### config.mk
export PLATFORM = sky130hd
export DESIGN_NAME = rtc_three_wire_time_transfer_top_flat
export DESIGN_NICKNAME = d
export VERILOG_FILES = /design/src/sv/rtc3w_pkg.sv /design/src/sv/rtc3w_if.sv /design/src/sv/rtc3w_seq.sv /design/src/sv/rtc_three_wire_time_transfer_top.sv /design/src/flat_wrapper.sv
export SDC_FILE = /design/constraint.sdc
export NUM_CORES = 1
export LEC_CHECK = 0
export ABC_CLOCK_PERIOD_IN_PS = 10950
export BUFFER_PORTS_ARGS = -buffer_cell sky130_fd_sc_hd__buf_4
export CORE_ASPECT_RATIO = 0.6
export CORE_MARGIN = 5
export CORE_UTILIZATION = 40
export CTS_CLUSTER_DIAMETER = 30
export DETAILED_ROUTE_END_ITERATION = 7
export GPL_TIMING_DRIVEN = 1
export SLEW_MARGIN = 20
export SYNTH_ARGS = -nofsm -noshare
export SYNTH_HDL_FRONTEND = slang
export SYNTH_HIERARCHICAL = 1
export SYNTH_SLANG_ARGS = --single-unit
### constraint.sdc
create_clock -name clk_i -period 10.95 [get_ports clk_i]
set_clock_uncertainty 0.15 [all_clocks]
set_input_delay 0.5475 -clock clk_i [delete_from_list [all_inputs] [get_ports clk_i]]
set_output_delay 0.5475 -clock clk_i [all_outputs]
set_load 0.005 [all_outputs]
### src/sv/rtc3w_pkg.sv
// ----------------------------------------------------------------------------
// rtc3w_pkg
// Shared types, constants and BCD helpers for the three-wire RTC master.
// ----------------------------------------------------------------------------
package rtc3w_pkg;

  localparam int unsigned TimeFieldsDef = 7;  // default number of time fields
  localparam int unsigned InFields      = 7;  // time fields carried by an input item

  // Wire protocol constants.
  localparam logic [7:0] WpAddr    = 8'h8E;
  localparam logic [7:0] WpClear   = 8'h00;
  localparam logic [7:0] WpSet     = 8'h80;
  localparam logic [7:0] WriteBase = 8'h80;
  localparam logic [7:0] ReadBase  = 8'h81;

  // Step positions within one transfer.
  localparam logic [5:0] PosFirst    = 6'd1;
  localparam logic [5:0] PosAddrLast = 6'd16;
  localparam logic [5:0] PosDataLast = 6'd32;
  localparam logic [5:0] PosEnd      = 6'd33;
  localparam logic [2:0] BitLast     = 3'd7;

  typedef struct packed {
    logic       start_req;
    logic       opcode;
    logic [6:0] seconds;
    logic [6:0] minutes;
    logic [6:0] hours;
    logic [6:0] day_of_month;
    logic [6:0] month;
    logic [6:0] weekday;
    logic [6:0] year;
    logic       io_in;
  } rtc3w_item_t;

  typedef struct packed {
    logic       pin_rst;
    logic       pin_sclk;
    logic       pin_io_out;
    logic       pin_io_drive;
    logic       busy_res;
    logic       value_valid;
    logic [2:0] value_index;
    logic [7:0] value;
  } rtc3w_res_t;

  // Binary to packed BCD. The tens digit comes from a reciprocal multiply,
  // exact for every 7-bit value; values above 99 give a tens digit above 9.
  function automatic logic [7:0] to_bcd(input logic [6:0] v);
    logic [14:0] prod;
    logic [3:0]  tens;
    logic [6:0]  units;
    prod  = {8'b0, v} * 15'd205;
    tens  = prod[14:11];
    units = v - ({tens, 3'b000} + {2'b00, tens, 1'b0});
    return {tens, units[3:0]};
  endfunction

  // Packed BCD to binary: high nibble times ten plus low nibble.
  function automatic logic [7:0] from_bcd(input logic [7:0] b);
    return {1'b0, b[7:4], 3'b000} + {3'b000, b[7:4], 1'b0} + {4'b0000, b[3:0]};
  endfunction

endpackage

### src/sv/rtc3w_if.sv
// ----------------------------------------------------------------------------
// rtc3w_in_if / rtc3w_out_if
// Valid/ready channels for tick items and per-tick results.
// ----------------------------------------------------------------------------
interface rtc3w_in_if;
  logic       valid;
  logic       ready;
  logic       start_req;
  logic       opcode;
  logic [6:0] seconds;
  logic [6:0] minutes;
  logic [6:0] hours;
  logic [6:0] day_of_month;
  logic [6:0] month;
  logic [6:0] weekday;
  logic [6:0] year;
  logic       io_in;

  modport source (
    output valid, start_req, opcode, seconds, minutes, hours, day_of_month,
           month, weekday, year, io_in,
    input  ready
  );
  modport sink (
    input  valid, start_req, opcode, seconds, minutes, hours, day_of_month,
           month, weekday, year, io_in,
    output ready
  );
endinterface

interface rtc3w_out_if;
  logic       valid;
  logic       ready;
  logic       pin_rst;
  logic       pin_sclk;
  logic       pin_io_out;
  logic       pin_io_drive;
  logic       busy_res;
  logic       value_valid;
  logic [2:0] value_index;
  logic [7:0] value;

  modport source (
    output valid, pin_rst, pin_sclk, pin_io_out, pin_io_drive, busy_res,
           value_valid, value_index, value,
    input  ready
  );
  modport sink (
    input  valid, pin_rst, pin_sclk, pin_io_out, pin_io_drive, busy_res,
           value_valid, value_index, value,
    output ready
  );
endinterface

### src/sv/rtc3w_seq.sv
// ----------------------------------------------------------------------------
// rtc3w_seq
// Transfer sequencer: phase timing, bit shifting and the time field store.
// ----------------------------------------------------------------------------
module rtc3w_seq
  import rtc3w_pkg::*;
#(
  parameter int unsigned TIME_FIELDS = TimeFieldsDef
) (
  input  logic        clk_i,
  input  logic        rst_ni,
  input  logic        step_i,
  input  rtc3w_item_t item_i,
  input  logic [7:0]  phase_ticks_i,
  output rtc3w_res_t  res_o
);

  localparam int unsigned IdxW = (TIME_FIELDS > 1) ? $clog2(TIME_FIELDS) : 1;
  localparam logic [3:0] WpSetIdx  = 4'(TIME_FIELDS + 1);
  localparam logic [3:0] ReadCount = 4'(TIME_FIELDS);
  localparam logic [3:0] SetCount  = 4'(TIME_FIELDS + 2);

  logic       active_q, active_d;
  logic       op_q, op_d;
  logic [5:0] pos_q, pos_d;
  logic [3:0] tidx_q, tidx_d;
  logic [7:0] cnt_q, cnt_d;
  logic [7:0] sr_q, sr_d;
  logic [7:0] store_q [TIME_FIELDS];

  // State as seen by this tick, after a possible start.
  logic       act, op, load_store;
  logic [5:0] pos;
  logic [3:0] tidx;
  logic [7:0] cnt, sr;

  logic       last, reading, high, st_we;
  logic [5:0] km;
  logic [2:0] bitno;
  logic [3:0] tm1, count;
  logic [7:0] data_sel;
  logic [6:0] tv [InFields];

  function automatic logic [7:0] xfer_addr(input logic [3:0] t, input logic rd);
    logic [3:0] tm;
    logic [7:0] a;
    tm = t - 4'd1;
    if (rd) begin
      a = ReadBase + {3'b000, t, 1'b0};
    end else if (t == 4'd0 || t == WpSetIdx) begin
      a = WpAddr;
    end else begin
      a = WriteBase + {3'b000, tm, 1'b0};
    end
    return a;
  endfunction

  assign tv[0] = item_i.seconds;
  assign tv[1] = item_i.minutes;
  assign tv[2] = item_i.hours;
  assign tv[3] = item_i.day_of_month;
  assign tv[4] = item_i.month;
  assign tv[5] = item_i.weekday;
  assign tv[6] = item_i.year;

  always_comb begin
    act        = active_q;
    op         = op_q;
    pos        = pos_q;
    tidx       = tidx_q;
    cnt        = cnt_q;
    sr         = sr_q;
    load_store = 1'b0;
    if (!active_q && item_i.start_req) begin
      act        = 1'b1;
      op         = item_i.opcode;
      pos        = '0;
      tidx       = '0;
      cnt        = '0;
      sr         = xfer_addr(4'd0, item_i.opcode);
      load_store = !item_i.opcode;
    end
  end

  // Data byte for the current set transfer.
  always_comb begin
    tm1 = tidx - 4'd1;
    if (tidx == 4'd0) begin
      data_sel = WpClear;
    end else if (tidx >= WpSetIdx) begin
      data_sel = WpSet;
    end else begin
      data_sel = store_q[tm1[IdxW-1:0]];
    end
  end

  always_comb begin
    res_o    = '0;
    active_d = act;
    op_d     = op;
    pos_d    = pos;
    tidx_d   = tidx;
    cnt_d    = cnt;
    sr_d     = sr;
    st_we    = 1'b0;
    km       = pos - 6'd1;
    high     = km[0];
    bitno    = km[3:1];
    reading  = km[4] & op;
    count    = op ? ReadCount : SetCount;
    last     = ({1'b0, cnt} + 9'd1) >= {1'b0, phase_ticks_i};
    if (act) begin
      res_o.busy_res = 1'b1;
      if (pos >= PosFirst && pos <= PosDataLast) begin
        res_o.pin_rst      = 1'b1;
        res_o.pin_sclk     = high;
        res_o.pin_io_drive = !reading;
        res_o.pin_io_out   = !reading & sr[0];
        if (last) begin
          if (reading && !high) begin
            // Sample the line on the last tick of the low phase.
            sr_d = {item_i.io_in, sr[7:1]};
            if (bitno == BitLast) begin
              st_we             = 1'b1;
              res_o.value_valid = 1'b1;
              res_o.value_index = tidx[2:0];
              res_o.value       = from_bcd(sr_d);
            end
          end else if (!reading && high) begin
            if (pos == PosAddrLast) begin
              sr_d = op ? 8'h00 : data_sel;
            end else begin
              sr_d = {1'b0, sr[7:1]};
            end
          end
        end
      end
      if (last) begin
        cnt_d = '0;
        if (pos >= PosEnd) begin
          tidx_d = tidx + 4'd1;
          pos_d  = '0;
          if (tidx_d >= count) begin
            active_d = 1'b0;
          end else begin
            sr_d = xfer_addr(tidx_d, op);
          end
        end else begin
          pos_d = pos + 6'd1;
        end
      end else begin
        cnt_d = cnt + 8'd1;
      end
    end
  end

  always_ff @(posedge clk_i or negedge rst_ni) begin
    if (!rst_ni) begin
      active_q <= 1'b0;
      op_q     <= 1'b0;
      pos_q    <= '0;
      tidx_q   <= '0;
      cnt_q    <= '0;
      sr_q     <= '0;
    end else if (step_i) begin
      active_q <= active_d;
      op_q     <= op_d;
      pos_q    <= pos_d;
      tidx_q   <= tidx_d;
      cnt_q    <= cnt_d;
      sr_q     <= sr_d;
    end
  end

  always_ff @(posedge clk_i) begin
    if (step_i) begin
      if (load_store) begin
        for (int unsigned i = 0; i < TIME_FIELDS; i++) begin
          store_q[i] <= (i < InFields) ? to_bcd(tv[i % InFields]) : 8'h00;
        end
      end else if (st_we) begin
        store_q[tidx[IdxW-1:0]] <= sr_d;
      end
    end
  end

endmodule

### src/sv/rtc_three_wire_time_transfer_top.sv
// ----------------------------------------------------------------------------
// rtc_three_wire_time_transfer_top
// Three-wire serial master that sets or reads the time of an RTC chip.
// ----------------------------------------------------------------------------
// Each input transaction is one tick of the serial waveform and gives exactly
// one result transaction with the pin levels and status for that tick. A tick
// is taken in every clock cycle that the input is ready: the sequencer
// computes the tick in one pass of logic and the result lands in a single
// output register, so throughput is one tick per clock whenever the result
// side keeps up. The input is ready whenever that output register is empty
// or being taken. phase_ticks sets how many ticks each sclk phase lasts;
// write it only while no sequence is running.
module rtc_three_wire_time_transfer_top
  import rtc3w_pkg::*;
#(
  parameter int unsigned TIME_FIELDS = TimeFieldsDef
) (
  input  logic        clk_i,
  input  logic        rst_ni,
  input  logic        cfg_we_i,
  input  logic [7:0]  cfg_data_i,
  rtc3w_in_if.sink    in_i,
  rtc3w_out_if.source out_o
);

  logic        accept;
  logic        out_valid_q;
  logic [7:0]  phase_ticks_q;
  rtc3w_item_t item;
  rtc3w_res_t  res_d, res_q;

  assign in_i.ready = !out_valid_q || out_o.ready;
  assign accept     = in_i.valid && in_i.ready;

  assign item.start_req    = in_i.start_req;
  assign item.opcode       = in_i.opcode;
  assign item.seconds      = in_i.seconds;
  assign item.minutes      = in_i.minutes;
  assign item.hours        = in_i.hours;
  assign item.day_of_month = in_i.day_of_month;
  assign item.month        = in_i.month;
  assign item.weekday      = in_i.weekday;
  assign item.year         = in_i.year;
  assign item.io_in        = in_i.io_in;

  rtc3w_seq #(
    .TIME_FIELDS(TIME_FIELDS)
  ) u_seq (
    .clk_i        (clk_i),
    .rst_ni       (rst_ni),
    .step_i       (accept),
    .item_i       (item),
    .phase_ticks_i(phase_ticks_q),
    .res_o        (res_d)
  );

  always_ff @(posedge clk_i or negedge rst_ni) begin
    if (!rst_ni) begin
      phase_ticks_q <= 8'd1;
      out_valid_q   <= 1'b0;
    end else begin
      if (cfg_we_i) begin
        phase_ticks_q <= cfg_data_i;
      end
      if (accept) begin
        out_valid_q <= 1'b1;
      end else if (out_o.ready) begin
        out_valid_q <= 1'b0;
      end
    end
  end

  always_ff @(posedge clk_i) begin
    if (accept) begin
      res_q <= res_d;
    end
  end

  assign out_o.valid        = out_valid_q;
  assign out_o.pin_rst      = res_q.pin_rst;
  assign out_o.pin_sclk     = res_q.pin_sclk;
  assign out_o.pin_io_out   = res_q.pin_io_out;
  assign out_o.pin_io_drive = res_q.pin_io_drive;
  assign out_o.busy_res     = res_q.busy_res;
  assign out_o.value_valid  = res_q.value_valid;
  assign out_o.value_index  = res_q.value_index;
  assign out_o.value        = res_q.value;

endmodule

### src/flat_wrapper.sv
// flat-port wrapper written by rule: the top's interface ports become plain ports
module rtc_three_wire_time_transfer_top_flat import rtc3w_pkg::*;
#(
  parameter int unsigned TIME_FIELDS = TimeFieldsDef
)
  (clk_i, rst_ni, cfg_we_i, cfg_data_i, in_i_valid, in_i_start_req, in_i_opcode, in_i_seconds, in_i_minutes, in_i_hours, in_i_day_of_month, in_i_month, in_i_weekday, in_i_year, in_i_io_in, in_i_ready, out_o_valid, out_o_pin_rst, out_o_pin_sclk, out_o_pin_io_out, out_o_pin_io_drive, out_o_busy_res, out_o_value_valid, out_o_value_index, out_o_value, out_o_ready);
  rtc3w_in_if in_i_i ();
  rtc3w_out_if out_o_i ();
  input  logic clk_i;
  input  logic rst_ni;
  input  logic cfg_we_i;
  input  logic [7:0] cfg_data_i;
  input wire logic [$bits(in_i_i.valid)-1:0] in_i_valid;
  input wire logic [$bits(in_i_i.start_req)-1:0] in_i_start_req;
  input wire logic [$bits(in_i_i.opcode)-1:0] in_i_opcode;
  input wire logic [$bits(in_i_i.seconds)-1:0] in_i_seconds;
  input wire logic [$bits(in_i_i.minutes)-1:0] in_i_minutes;
  input wire logic [$bits(in_i_i.hours)-1:0] in_i_hours;
  input wire logic [$bits(in_i_i.day_of_month)-1:0] in_i_day_of_month;
  input wire logic [$bits(in_i_i.month)-1:0] in_i_month;
  input wire logic [$bits(in_i_i.weekday)-1:0] in_i_weekday;
  input wire logic [$bits(in_i_i.year)-1:0] in_i_year;
  input wire logic [$bits(in_i_i.io_in)-1:0] in_i_io_in;
  output wire logic [$bits(in_i_i.ready)-1:0] in_i_ready;
  output wire logic [$bits(out_o_i.valid)-1:0] out_o_valid;
  output wire logic [$bits(out_o_i.pin_rst)-1:0] out_o_pin_rst;
  output wire logic [$bits(out_o_i.pin_sclk)-1:0] out_o_pin_sclk;
  output wire logic [$bits(out_o_i.pin_io_out)-1:0] out_o_pin_io_out;
  output wire logic [$bits(out_o_i.pin_io_drive)-1:0] out_o_pin_io_drive;
  output wire logic [$bits(out_o_i.busy_res)-1:0] out_o_busy_res;
  output wire logic [$bits(out_o_i.value_valid)-1:0] out_o_value_valid;
  output wire logic [$bits(out_o_i.value_index)-1:0] out_o_value_index;
  output wire logic [$bits(out_o_i.value)-1:0] out_o_value;
  input wire logic [$bits(out_o_i.ready)-1:0] out_o_ready;
  assign in_i_i.valid = in_i_valid;
  assign in_i_i.start_req = in_i_start_req;
  assign in_i_i.opcode = in_i_opcode;
  assign in_i_i.seconds = in_i_seconds;
  assign in_i_i.minutes = in_i_minutes;
  assign in_i_i.hours = in_i_hours;
  assign in_i_i.day_of_month = in_i_day_of_month;
  assign in_i_i.month = in_i_month;
  assign in_i_i.weekday = in_i_weekday;
  assign in_i_i.year = in_i_year;
  assign in_i_i.io_in = in_i_io_in;
  assign in_i_ready = in_i_i.ready;
  assign out_o_valid = out_o_i.valid;
  assign out_o_pin_rst = out_o_i.pin_rst;
  assign out_o_pin_sclk = out_o_i.pin_sclk;
  assign out_o_pin_io_out = out_o_i.pin_io_out;
  assign out_o_pin_io_drive = out_o_i.pin_io_drive;
  assign out_o_busy_res = out_o_i.busy_res;
  assign out_o_value_valid = out_o_i.value_valid;
  assign out_o_value_index = out_o_i.value_index;
  assign out_o_value = out_o_i.value;
  assign out_o_i.ready = out_o_ready;
  rtc_three_wire_time_transfer_top #(.TIME_FIELDS(TIME_FIELDS)) u_core (.clk_i(clk_i), .rst_ni(rst_ni), .cfg_we_i(cfg_we_i), .cfg_data_i(cfg_data_i), .in_i(in_i_i), .out_o(out_o_i));
endmodule
# [Yosys cells after proc, flatten, opt, wreduce, memory -nomap -nowiden]
# Memories as Yosys holds them, arrays and structs flattened.
# Index checks and enable logic that the tools add are counted.
# Widths: inputs -> output; s select.
[word_totals] ff_bits=54 latch_bits=0 ramBits=56 rom_bits=0 out_inout_bits=19 mem_count=1
[op_classes] add_sub_neg=25 multipliers=7 div_mod_pow=0 n_lt_le_gt_ge=6 n_eq_ne=3 shifts=0 mux=58 bitwise=2 n_reduce_logical=19
[memory_table] name="u_core.u_seq.store_q" words=7 word_bits=8 read_ports=1 rd_clocked_by_memory_dff=0 wr=7 line_no="rtc3w_seq.sv:29" rtl="logic [7:0] store_q [TIME_FIELDS];"
[op_table] op="$mux 8" n=19
[op_table] op="$mul 7x8->15 const B" n=7
[op_table] op="$mux 12" n=4
[op_table] op="$add 4x4->4" n=7
[op_table] op="$mux 4" n=7
[op_table] op="$sub 4x4->4" n=7
[op_table] op="$mux 6" n=4
[op_table] op="$mux 1" n=22
[op_table] op="$add 8x5->8 const A" n=2
[op_table] op="$mux 13" n=1
[op_table] op="$add 8x1->9 const B" n=1
[op_table] op="$ge 9x8->1" n=1
[op_table] op="$add 7x5->8" n=1
[op_table] op="$add 8x1->8 const B" n=1
[op_table] op="$add 8x4->8" n=1
[op_table] op="$logic_not 4->1" n=2
[op_table] op="$reduce_or 8->1" n=1
[op_table] op="$add 6x1->6 const B" n=1
[op_table] op="$eq 6x5->1 const B" n=1
[op_table] op="$ge 6x1->1 const B" n=1
[op_table] op="$ge 6x6->1 const B" n=1
[op_table] op="$le 6x6->1 const B" n=1
[op_table] op="$logic_and 1x1->1" n=5
[op_table] op="$logic_not 1->1" n=5
[op_table] op="other kinds (15)" n=17

# [Logic depth before layout (Yosys ltp)]
# Gate-level depths: netlist (run 1).
# An unclocked memory read counts as a cell.
[depth] depth_word=18 ltp_mapped=23

# [By module]
# The synthesis (run 1) kept the hierarchy.
[modules_own_cells] module="rtc3w_seq" instances=1 cells_per_inst=1389 area_per_inst_um2=13002.5
[modules_own_cells] module="rtc_three_wire_time_transfer_top" instances=1 cells_per_inst=38 area_per_inst_um2=887.1

# [Least setup slack after synthesis (run 1)]
# Ideal clock, no wire load.
[synth_timing] kind="input -> register" from="input in_i_start_req" to="memory u_core.u_seq.store_q[6][0], enable pin" setup_time_ns=0.398 arrival_time_ns=4.543 path_slack_ns=5.859 cell_stages=19 path_cell_list="nand2b_4 buf_6 buf_2 clkbuf_1 buf_1 and2_1 ha_1 nand3_1 nor2_1 xnor2_1 nor2_1 ha_1 nand4_1 o21bai_1 a41oi_2 a21oi_1 nand2_4 clkbuf_1 o41ai_1"
[synth_lines] item="start, declared" line_no="flat_wrapper.sv:14" rtl="input wire logic [$bits(in_i_i.start_req)-1:0] in_i_start_req;"
[synth_lines] item="end, declared" line_no="rtc3w_seq.sv:29"

==> metrics.txt, run 1 <==
# TYPE chip_impl_metric gauge
chip_impl_metric{name="fin_cells",unit=""} 1958
chip_impl_metric{name="ctsLongestPathBuffers",unit=""} 2
chip_impl_metric{name="fmax",unit="MHz"} 187
chip_impl_info{name="worstSetupEndpointType",value="register"} 1
chip_impl_metric{name="core_region_area",unit="sq mm"} 0.0340
chip_impl_info{name="yosys.area.top_type",value="sky130_fd_sc_hd__ha_1"} 1
chip_impl_metric{name="wl_per_cell",unit="um"} 17.9
chip_impl_metric{name="placementRows",unit=""} 52
chip_impl_metric{name="routed_via_density",unit=""} 5.41
chip_impl_metric{name="cp_slowest_stage_delay",unit="ns"} 0.83
chip_impl_metric{name="dpl.hpwl",unit="mm"} 28.4
chip_impl_metric{name="detail_route.iter0.violations",unit=""} 759
chip_impl_info{name="clock_tree_from_tritoncts",value="yes"} 1
chip_impl_info{name="worst_path_max_delay_cell",value="sky130_fd_sc_hd__a211oi_1"} 1
chip_impl_metric{name="globalRouteTotalUtil",unit="%"} 18.0
chip_impl_metric{name="critPathRequiredTime",unit="ns"} 11.05
chip_impl_metric{name="ctsResizeCount",unit=""} 0
chip_impl_info{name="type_of_origin_of_the_critical_path",value="register"} 1
chip_impl_metric{name="max_cap_violations",unit=""} 0
chip_impl_metric{name="top_level_ports",unit=""} 84
chip_impl_metric{name="synth.distinct_cells",unit=""} 92
chip_impl_metric{name="chipWidth",unit="um"} 251
chip_impl_metric{name="synth_seq_cells",unit=""} 118
chip_impl_metric{name="detailroute.via_count",unit=""} 10587
chip_impl_metric{name="firstDrtPassIters",unit=""} 5
chip_impl_metric{name="worst-endpoint-arrival",unit="ns"} 5.44
chip_impl_metric{name="max-slew-margin-rel",unit="%"} 33.9
chip_impl_metric{name="grt_max_degree",unit=""} 51
chip_impl_metric{name="r2r_setup_slack",unit="ns"} 5.61
chip_impl_metric{name="total_overflow_reported_by_the_global_router",unit=""} 0
chip_impl_metric{name="finalWeightedCongestion",unit=""} 0.981
chip_impl_metric{name="stdcell_area",unit="sq mm"} 0.0155
chip_impl_info{name="hold_path.class",value="input port to register"} 1
chip_impl_metric{name="dp_cells",unit=""} 1925
chip_impl_metric{name="vias_in_the_first_global_route",unit=""} 10045
chip_impl_metric{name="avgSynthCellArea",unit="sq um"} 9.73
chip_impl_metric{name="port-buffer-count",unit=""} 83
chip_impl_metric{name="drive_gt1_share",unit="%"} 12.2
chip_impl_metric{name="grt_first_pass_wirelength",unit="mm"} 56.1
chip_impl_info{name="outcome",value="complete, no violations"} 1
chip_impl_metric{name="period_share",unit="%"} 48.8
chip_impl_metric{name="cts-htree-levels",unit=""} 4
chip_impl_metric{name="syn-cell-area",unit="sq mm"} 0.0139
chip_impl_metric{name="num-nets-final",unit=""} 1896
chip_impl_metric{name="cts_buffers",unit=""} 17
chip_impl_metric{name="clock_insertion_delay_worst_skew",unit="ns"} 0.42
chip_impl_info{name="root_buffer",value="sky130_fd_sc_hd__clkbuf_16"} 1
chip_impl_info{name="final_cell_mix",value="sky130_fd_sc_hd__ha_1 (287), sky130_fd_sc_hd__inv_1 (196), sky130_fd_sc_hd__nand2_1 (111)"} 1
chip_impl_metric{name="cts_setup_buffers",unit=""} 0
chip_impl_metric{name="synthArstFlopShare",unit="%"} 31.4
chip_impl_metric{name="totalWireLength",unit="mm"} 35.1
chip_impl_metric{name="fraction_of_the_yosys_area_taken_by_sequential_cells",unit="%"} 24.2
chip_impl_metric{name="yosysWarningCount",unit=""} 6
chip_impl_metric{name="detail-route-antenna-nets",unit=""} 0
chip_impl_metric{name="drc",unit=""} 0
chip_impl_metric{name="tritoncts_num_sinks",unit=""} 118
chip_impl_metric{name="hold_viol",unit=""} 0
chip_impl_metric{name="syn_nets",unit=""} 1837
chip_impl_metric{name="timing_max_transition_violations_final",unit=""} 0
chip_impl_metric{name="post-route-min-period",unit="ns"} 5.34
chip_impl_metric{name="critPathMaxFanout",unit=""} 16
chip_impl_metric{name="synth_top_area_share",unit="%"} 25.9
chip_impl_metric{name="final-setup-viol-count",unit=""} 0
chip_impl_metric{name="syn_to_final_growth",unit="%"} 11.4
chip_impl_info{name="cell_by_cell_trace_of_the_critical_path",value="inv_1, nor2_4, inv_1, ha_1, clkinv_1, a21oi_1, o311ai_0, a211oi_1, o21ai_0, a211oi_1, a211oi_2, mux2i_1"} 1
chip_impl_metric{name="cts.reportedPaths.clkPinSlew",unit="ns"} 0.06
chip_impl_metric{name="fin_setup_tns",unit="ns"} 0
chip_impl_metric{name="die_y",unit="um"} 154
chip_impl_metric{name="ir_drop",unit="mV"} 0.121
chip_impl_info{name="critical_path_start_end_classification",value="register to register"} 1
chip_impl_info{name="layout.cells.most_common",value="sky130_fd_sc_hd__ha_1"} 1
chip_impl_metric{name="power.static_leakage",unit="nW"} 7.66
chip_impl_metric{name="place_area",unit="sq mm"} 0.0149
chip_impl_metric{name="synth_enable_flop_cells",unit=""} 81
chip_impl_metric{name="num_antenna_cells",unit=""} 0
chip_impl_metric{name="tightest_slew",unit="ns"} 0.985
chip_impl_info{name="postSynth.topFlopCell",value="sky130_fd_sc_hd__edfxtp_1"} 1
chip_impl_metric{name="antenna_found_initial",unit=""} 0
chip_impl_metric{name="postSynthCellCount",unit=""} 1427
chip_impl_metric{name="initial_cell_density_of_the_core",unit="%"} 40.9
chip_impl_metric{name="power.density_cell_area",unit="mW/mm^2"} 153
chip_impl_info{name="unrepaired_setup_endpoints_after_global_routing",value="false"} 1
chip_impl_info{name="netlist_top_cells_area",value="sky130_fd_sc_hd__ha_1 (26%), sky130_fd_sc_hd__edfxtp_1 (18%), sky130_fd_sc_hd__fa_1 (8.4%)"} 1
chip_impl_metric{name="design.die.area",unit="sq mm"} 0.0387
==> per-layer routing <==
metal	global-route usage (%)	up-vias	wire length, um
li1	-	5168	-
met1	29.3	5036	18500
met5	0	-	0
met2	24.0	347	13500
met3	3.96	36	2730
met4	3.30	0	389
==> cells in the mapped netlist (8+ instances only) <==
library cell               count
sky130_fd_sc_hd__a211o_1       8
sky130_fd_sc_hd__a211oi_1     19
sky130_fd_sc_hd__a21o_1       24
sky130_fd_sc_hd__a21oi_1      49
sky130_fd_sc_hd__a31oi_1       9
sky130_fd_sc_hd__and2_1       11
sky130_fd_sc_hd__and3_1       16
sky130_fd_sc_hd__buf_2        14
sky130_fd_sc_hd__clkbuf_1     21
sky130_fd_sc_hd__dfrtp_1      36
sky130_fd_sc_hd__edfxtp_1     81
sky130_fd_sc_hd__fa_1         58
sky130_fd_sc_hd__ha_1        287
sky130_fd_sc_hd__inv_1       196
sky130_fd_sc_hd__mux2_2        8
sky130_fd_sc_hd__mux2_4       10
sky130_fd_sc_hd__mux2i_1      24
sky130_fd_sc_hd__nand2_1     111
sky130_fd_sc_hd__nand2b_1     11
sky130_fd_sc_hd__nand3_1      25
sky130_fd_sc_hd__nand4_1      12
sky130_fd_sc_hd__nor2_1       65
sky130_fd_sc_hd__nor2b_1      10
sky130_fd_sc_hd__nor3_1       15
sky130_fd_sc_hd__o21ai_0      53
sky130_fd_sc_hd__o21ai_1      16
sky130_fd_sc_hd__o21ai_2       8
sky130_fd_sc_hd__o22ai_1       8
sky130_fd_sc_hd__xnor2_1      47
sky130_fd_sc_hd__xor2_1       26
==> per-stage QoR <==
step	power, mW	hold WS, ns	setup slack, ns	util, %
finish	2.37	0.182	5.61	45.6
global route	2.57	0.186	5.28	45.6
CTS	2.38	0.172	5.81	45.6
detailed placement	1.78	0.321	5.62	43.7
global placement	1.75	0.313	5.73	43.7
floorplan	1.48	0.102	5.86	-
==> final cells by class <==
cell class                      count  area (sq um)
Clock buffer                       17           425
Fill cell                        3281         18500
Multi-Input combinational cell   1062          9510
Timing Repair Buffer               89           671
Sequential cell                   118          3360
Inverter                          198           746
Tap cell                          459           574
Clock inverter                     15           193
==> sequential cells by signal, indices dropped and copies added, names as in the netlist, 3 cells and up <==
| name | flops |
|---|---|
| u_core/out_o.value | 8 |
| u_core/out_o.value_index | 3 |
| u_core/phase_ticks_q | 8 |
| u_core/u_seq/cnt_q | 8 |
| u_core/u_seq/pos_q | 6 |
| u_core/u_seq/sr_q | 8 |
| u_core/u_seq/store_q | 64 |
| u_core/u_seq/tidx_q | 4 |
==> path summary, 6_finish.rpt <==
kind,start,to,cells past startpoint
setup / recovery,u_core/u_seq/tidx_q[0]$_DFFE_PN0P_,u_core/u_seq/store_q[1][3]$_DFFE_PP_,12
hold / removal,in_i_valid,u_core/out_o.valid$_DFFE_PN0P_,2
setup reg to reg,u_core/u_seq/tidx_q[0]$_DFFE_PN0P_,u_core/u_seq/store_q[1][3]$_DFFE_PP_,12
hold reg to reg,u_core/u_seq/sr_q[0]$_DFFE_PN0P_,u_core/u_seq/sr_q[0]$_DFFE_PN0P_,1
max in group asynchronous,rst_ni,u_core/u_seq/sr_q[1]$_DFFE_PN0P_,2
min in group asynchronous,rst_ni,u_core/phase_ticks_q[5]$_DFFE_PN0P_,2
==> critical path: cells and delay by family, from the launching register on <==
family / cells / cell delay [ns]
fa+ha+maj: 1 / 0.62
flops: 1 / 0.75
compound gates: 6 / 1.96
mux: 1 / 0.21
buf+inv: 3 / 0.98
simple gates: 1 / 0.50
==> repair_timing <==
item,CTS,global route
endpoints found under the setup margin,0,0
endpoints found under the hold margin,36,0
hold buffers,1,0
==> cell families (layout without fill, tap and decap cells) <==
group           count (synthesis)  in the layout  synth area share, %
xor+xnor                       74             74                 4.77
fa+ha+maj                     345            345                 34.2
mux                            47             47                 4.27
compound gates                279            279                 13.9
buf+inv                       247            319                 7.33
simple gates                  317            317                 11.3
flops                         118            118                 24.2
==> report_power, final <==
group	total, mW	internal [mW]	switching (mW)
clock network	0.592	0.364	0.228
logic	1.18	0.523	0.654
registers	0.598	0.560	0.0378
total	2.37	1.45	0.920
No activity file was read; power rests on OpenSTA's default activity.
==> inputs of run 2 (changes only) <==
--- a/config.mk
+++ b/config.mk
@@ -5,7 +5,7 @@
 export SDC_FILE = /design/constraint.sdc
 export NUM_CORES = 1
 export LEC_CHECK = 0
-export ABC_CLOCK_PERIOD_IN_PS = 10950
+export ABC_CLOCK_PERIOD_IN_PS = 5600
 export BUFFER_PORTS_ARGS = -buffer_cell sky130_fd_sc_hd__buf_4
 export CORE_ASPECT_RATIO = 0.6
 export CORE_MARGIN = 5
==> constraint.sdc (replaced) <==
create_clock -name clk_i -period 5.6 [get_ports clk_i]
set_clock_uncertainty 0.15 [all_clocks]
set_input_delay 0.28 -clock clk_i [delete_from_list [all_inputs] [get_ports clk_i]]
set_output_delay 0.28 -clock clk_i [all_outputs]
set_load 0.005 [all_outputs]
==> run 2 against run 1 <==
Net effect:
- design area rose by 0.95%
- clock power up 77%
- power up 92%
- global-route usage hardly changed
- via count rose by 1.1%
- worst hold slack worse by 0.15 ns
- non-clock buffer count increased by 23
- register-to-register slack got worse by 4.9 ns
- maximum frequency grew 8.7%
- critical path depth is the same
- count of clock-buffer cells in the layout unchanged
==> metrics.txt, run 2 (synthesis results as in run 1) <==
# TYPE chip_impl_metric gauge
chip_impl_info{name="outcome",value="complete, no violations"} 1
chip_impl_metric{name="clock_insertion_delay_worst_skew",unit="ns"} 0.42
chip_impl_metric{name="globalRouteTotalUtil",unit="%"} 18.0
chip_impl_info{name="worstSetupEndpointType",value="register"} 1
chip_impl_metric{name="place_area",unit="sq mm"} 0.0150
chip_impl_info{name="layout.cells.most_common",value="sky130_fd_sc_hd__ha_1"} 1
chip_impl_metric{name="ir_drop",unit="mV"} 0.233
chip_impl_metric{name="core_region_area",unit="sq mm"} 0.0340
chip_impl_metric{name="port-buffer-count",unit=""} 83
chip_impl_metric{name="vias_in_the_first_global_route",unit=""} 10284
chip_impl_metric{name="power.share.combinational",unit="%"} 51.2
chip_impl_metric{name="power.density_cell_area",unit="mW/mm^2"} 291
chip_impl_metric{name="stdcell_area",unit="sq mm"} 0.0156
chip_impl_metric{name="total_overflow_reported_by_the_global_router",unit=""} 0
chip_impl_metric{name="tightest_slew",unit="ns"} 0.834
chip_impl_info{name="regMostFlops",value="u_core/u_seq/store_q"} 1
chip_impl_metric{name="dp_cells",unit=""} 1939
chip_impl_metric{name="syn_to_final_growth",unit="%"} 12.5
chip_impl_metric{name="p_seq_share",unit="%"} 25.7
chip_impl_metric{name="antenna_found_initial",unit=""} 1
chip_impl_metric{name="grt_first_pass_wirelength",unit="mm"} 56.5
chip_impl_metric{name="num-nets-final",unit=""} 1919
chip_impl_metric{name="top_level_ports",unit=""} 84
chip_impl_metric{name="fmax",unit="MHz"} 203
chip_impl_metric{name="chipWidth",unit="um"} 251
chip_impl_metric{name="placementRows",unit=""} 52
chip_impl_metric{name="global_route.usage.met3",unit="%"} 3.88
chip_impl_info{name="critical_path_start_end_classification",value="register to register"} 1
chip_impl_metric{name="power",unit="mW"} 4.55
chip_impl_metric{name="worst-endpoint-arrival",unit="ns"} 4.85
chip_impl_metric{name="design.die.area",unit="sq mm"} 0.0387
chip_impl_metric{name="max-slew-margin-rel",unit="%"} 44.2
chip_impl_metric{name="largest_register_ffs",unit=""} 64
chip_impl_metric{name="switching_share",unit="%"} 39.2
chip_impl_metric{name="detailroute.via_count",unit=""} 10705
chip_impl_metric{name="cts.reportedPaths.clkPinSlew",unit="ns"} 0.06
chip_impl_metric{name="max_cap_violations",unit=""} 0
chip_impl_metric{name="drive_gt1_share",unit="%"} 12.9
chip_impl_metric{name="post-route-min-period",unit="ns"} 4.92
chip_impl_metric{name="dpl_worst_slack",unit="ns"} 0.738
chip_impl_metric{name="groute.layer.met2.usage",unit="%"} 24.6
chip_impl_metric{name="firstDrtPassIters",unit=""} 6
chip_impl_info{name="grt.busiest_layer",value="met1"} 1
chip_impl_metric{name="initial_cell_density_of_the_core",unit="%"} 40.9
chip_impl_metric{name="finalWeightedCongestion",unit=""} 0.965
chip_impl_metric{name="die_y",unit="um"} 154
chip_impl_metric{name="grt_max_degree",unit=""} 38
chip_impl_metric{name="power.static_leakage",unit="nW"} 7.74
chip_impl_metric{name="final-setup-viol-count",unit=""} 0
chip_impl_metric{name="power.share.clock",unit="%"} 23.1
chip_impl_metric{name="totalWireLength",unit="mm"} 35.1
chip_impl_metric{name="num_antenna_cells",unit=""} 0
chip_impl_metric{name="period_share",unit="%"} 87.8
chip_impl_info{name="final_cell_mix",value="sky130_fd_sc_hd__ha_1 (287), sky130_fd_sc_hd__inv_1 (196), sky130_fd_sc_hd__nand2_1 (111)"} 1
chip_impl_metric{name="ctsResizeCount",unit=""} 0
chip_impl_metric{name="cts_buffers",unit=""} 17
chip_impl_metric{name="routed_via_density",unit=""} 5.40
chip_impl_info{name="root_buffer",value="sky130_fd_sc_hd__clkbuf_16"} 1
chip_impl_metric{name="cell_internal_pwr",unit="mW"} 2.76
chip_impl_metric{name="detail_route.iter0.violations",unit=""} 907
chip_impl_metric{name="switchingPower",unit="mW"} 1.78
chip_impl_metric{name="cts-htree-levels",unit=""} 4
chip_impl_info{name="type_of_origin_of_the_critical_path",value="register"} 1
chip_impl_metric{name="tritoncts_num_sinks",unit=""} 118
chip_impl_info{name="hold_path.class",value="input port to register"} 1
chip_impl_metric{name="wl_per_cell",unit="um"} 17.7
chip_impl_metric{name="ctsLongestPathBuffers",unit=""} 2
chip_impl_metric{name="post-route-util",unit="%"} 46.0
chip_impl_metric{name="grt_util_met1",unit="%"} 29.1
chip_impl_metric{name="hold_viol",unit=""} 0
chip_impl_metric{name="critPathRequiredTime",unit="ns"} 5.53
chip_impl_metric{name="timing_max_transition_violations_final",unit=""} 0
chip_impl_metric{name="critPathMaxFanout",unit=""} 26
chip_impl_metric{name="drc",unit=""} 0
chip_impl_metric{name="detail-route-antenna-nets",unit=""} 0
chip_impl_info{name="unrepaired_setup_endpoints_after_global_routing",value="false"} 1
chip_impl_info{name="clock_tree_from_tritoncts",value="yes"} 1
chip_impl_metric{name="timing.hold.ws",unit="ns"} 0.0274
chip_impl_metric{name="fin_cells",unit=""} 1981
chip_impl_metric{name="post-route-worst-setup-slack",unit="ns"} 0.683
chip_impl_metric{name="fin_setup_tns",unit="ns"} 0
chip_impl_metric{name="dpl.hpwl",unit="mm"} 28.6
-- run 2: cell count changes in the layout (fill, tap and decap cells not counted), sizes merged --
cell,delta
buf,+14
bufinv,-2
clkinv,+3
dlygate4sd3,+9
inv,-1
-- run 2: area by class of cell --
type,count,area [sq um]
clock buffer,17,425
timing repair buffer,112,866
fill,3275,18300
clock inverter,15,145
multi-input combinational,1062,9510
inverter,198,746
sequential,118,3360
tap,459,574
-- run 2: final timing paths --
check | start | to | slack, ns | cells after the start
worst max-delay path | u_core/u_seq/active_q$_DFFE_PN0P_ | u_core/u_seq/store_q[0][3]$_DFFE_PP_ | 0.68 | 12
worst min-delay path | out_o_ready | u_core/out_o.valid$_DFFE_PN0P_ | 0.03 | 3
worst max register to register | u_core/u_seq/active_q$_DFFE_PN0P_ | u_core/u_seq/store_q[0][3]$_DFFE_PP_ | 0.68 | 12
worst min register to register | u_core/u_seq/sr_q[0]$_DFFE_PN0P_ | u_core/u_seq/sr_q[0]$_DFFE_PN0P_ | 0.33 | 1
max in group asynchronous | rst_ni | u_core/u_seq/sr_q[7]$_DFFE_PN0P_ | 4.71 | 2
min in group asynchronous | rst_ni | u_core/phase_ticks_q[5]$_DFFE_PN0P_ | 0.22 | 2
-- run 2: routing by layer --
layer / vias to the layer above / routed length [um]
met5: - / 0
li1: 5220 / -
met4: 0 / 233
met3: 27 / 3310
met2: 439 / 13500
met1: 5019 / 18000
-- run 2: critical path, stage by stage, from the launching register on --
cell                       delay, ns
sky130_fd_sc_hd__dfrtp_1        0.54
sky130_fd_sc_hd__nand2b_4       0.38
sky130_fd_sc_hd__buf_4          0.34
sky130_fd_sc_hd__nand2_1        0.23
sky130_fd_sc_hd__ha_1           0.42
sky130_fd_sc_hd__nand2b_1       0.24
sky130_fd_sc_hd__o31ai_1        0.10
sky130_fd_sc_hd__a32o_1         0.30
sky130_fd_sc_hd__inv_1          0.09
sky130_fd_sc_hd__and4_1         0.45
sky130_fd_sc_hd__nand2_4        0.22
sky130_fd_sc_hd__or3_1          0.68
sky130_fd_sc_hd__nand2_1        0.40
-- run 2: power groups by stage --
stage	registers, mW	clock network [mW]	logic, mW
after floorplan	1.14	0	1.75
after global placement	1.18	0	2.26
after detailed placement	1.18	0	2.31
after CTS	1.17	1.07	2.34
after global routing	1.18	1.11	2.67
final	1.17	1.05	2.33
-- run 2: timing repair --
| item | in CTS | in global routing |
|---|---|---|
| buffers inserted | 0 | 0 |
| hold endpoints to repair | 45 | 0 |
| hold buffers | 10 | 0 |
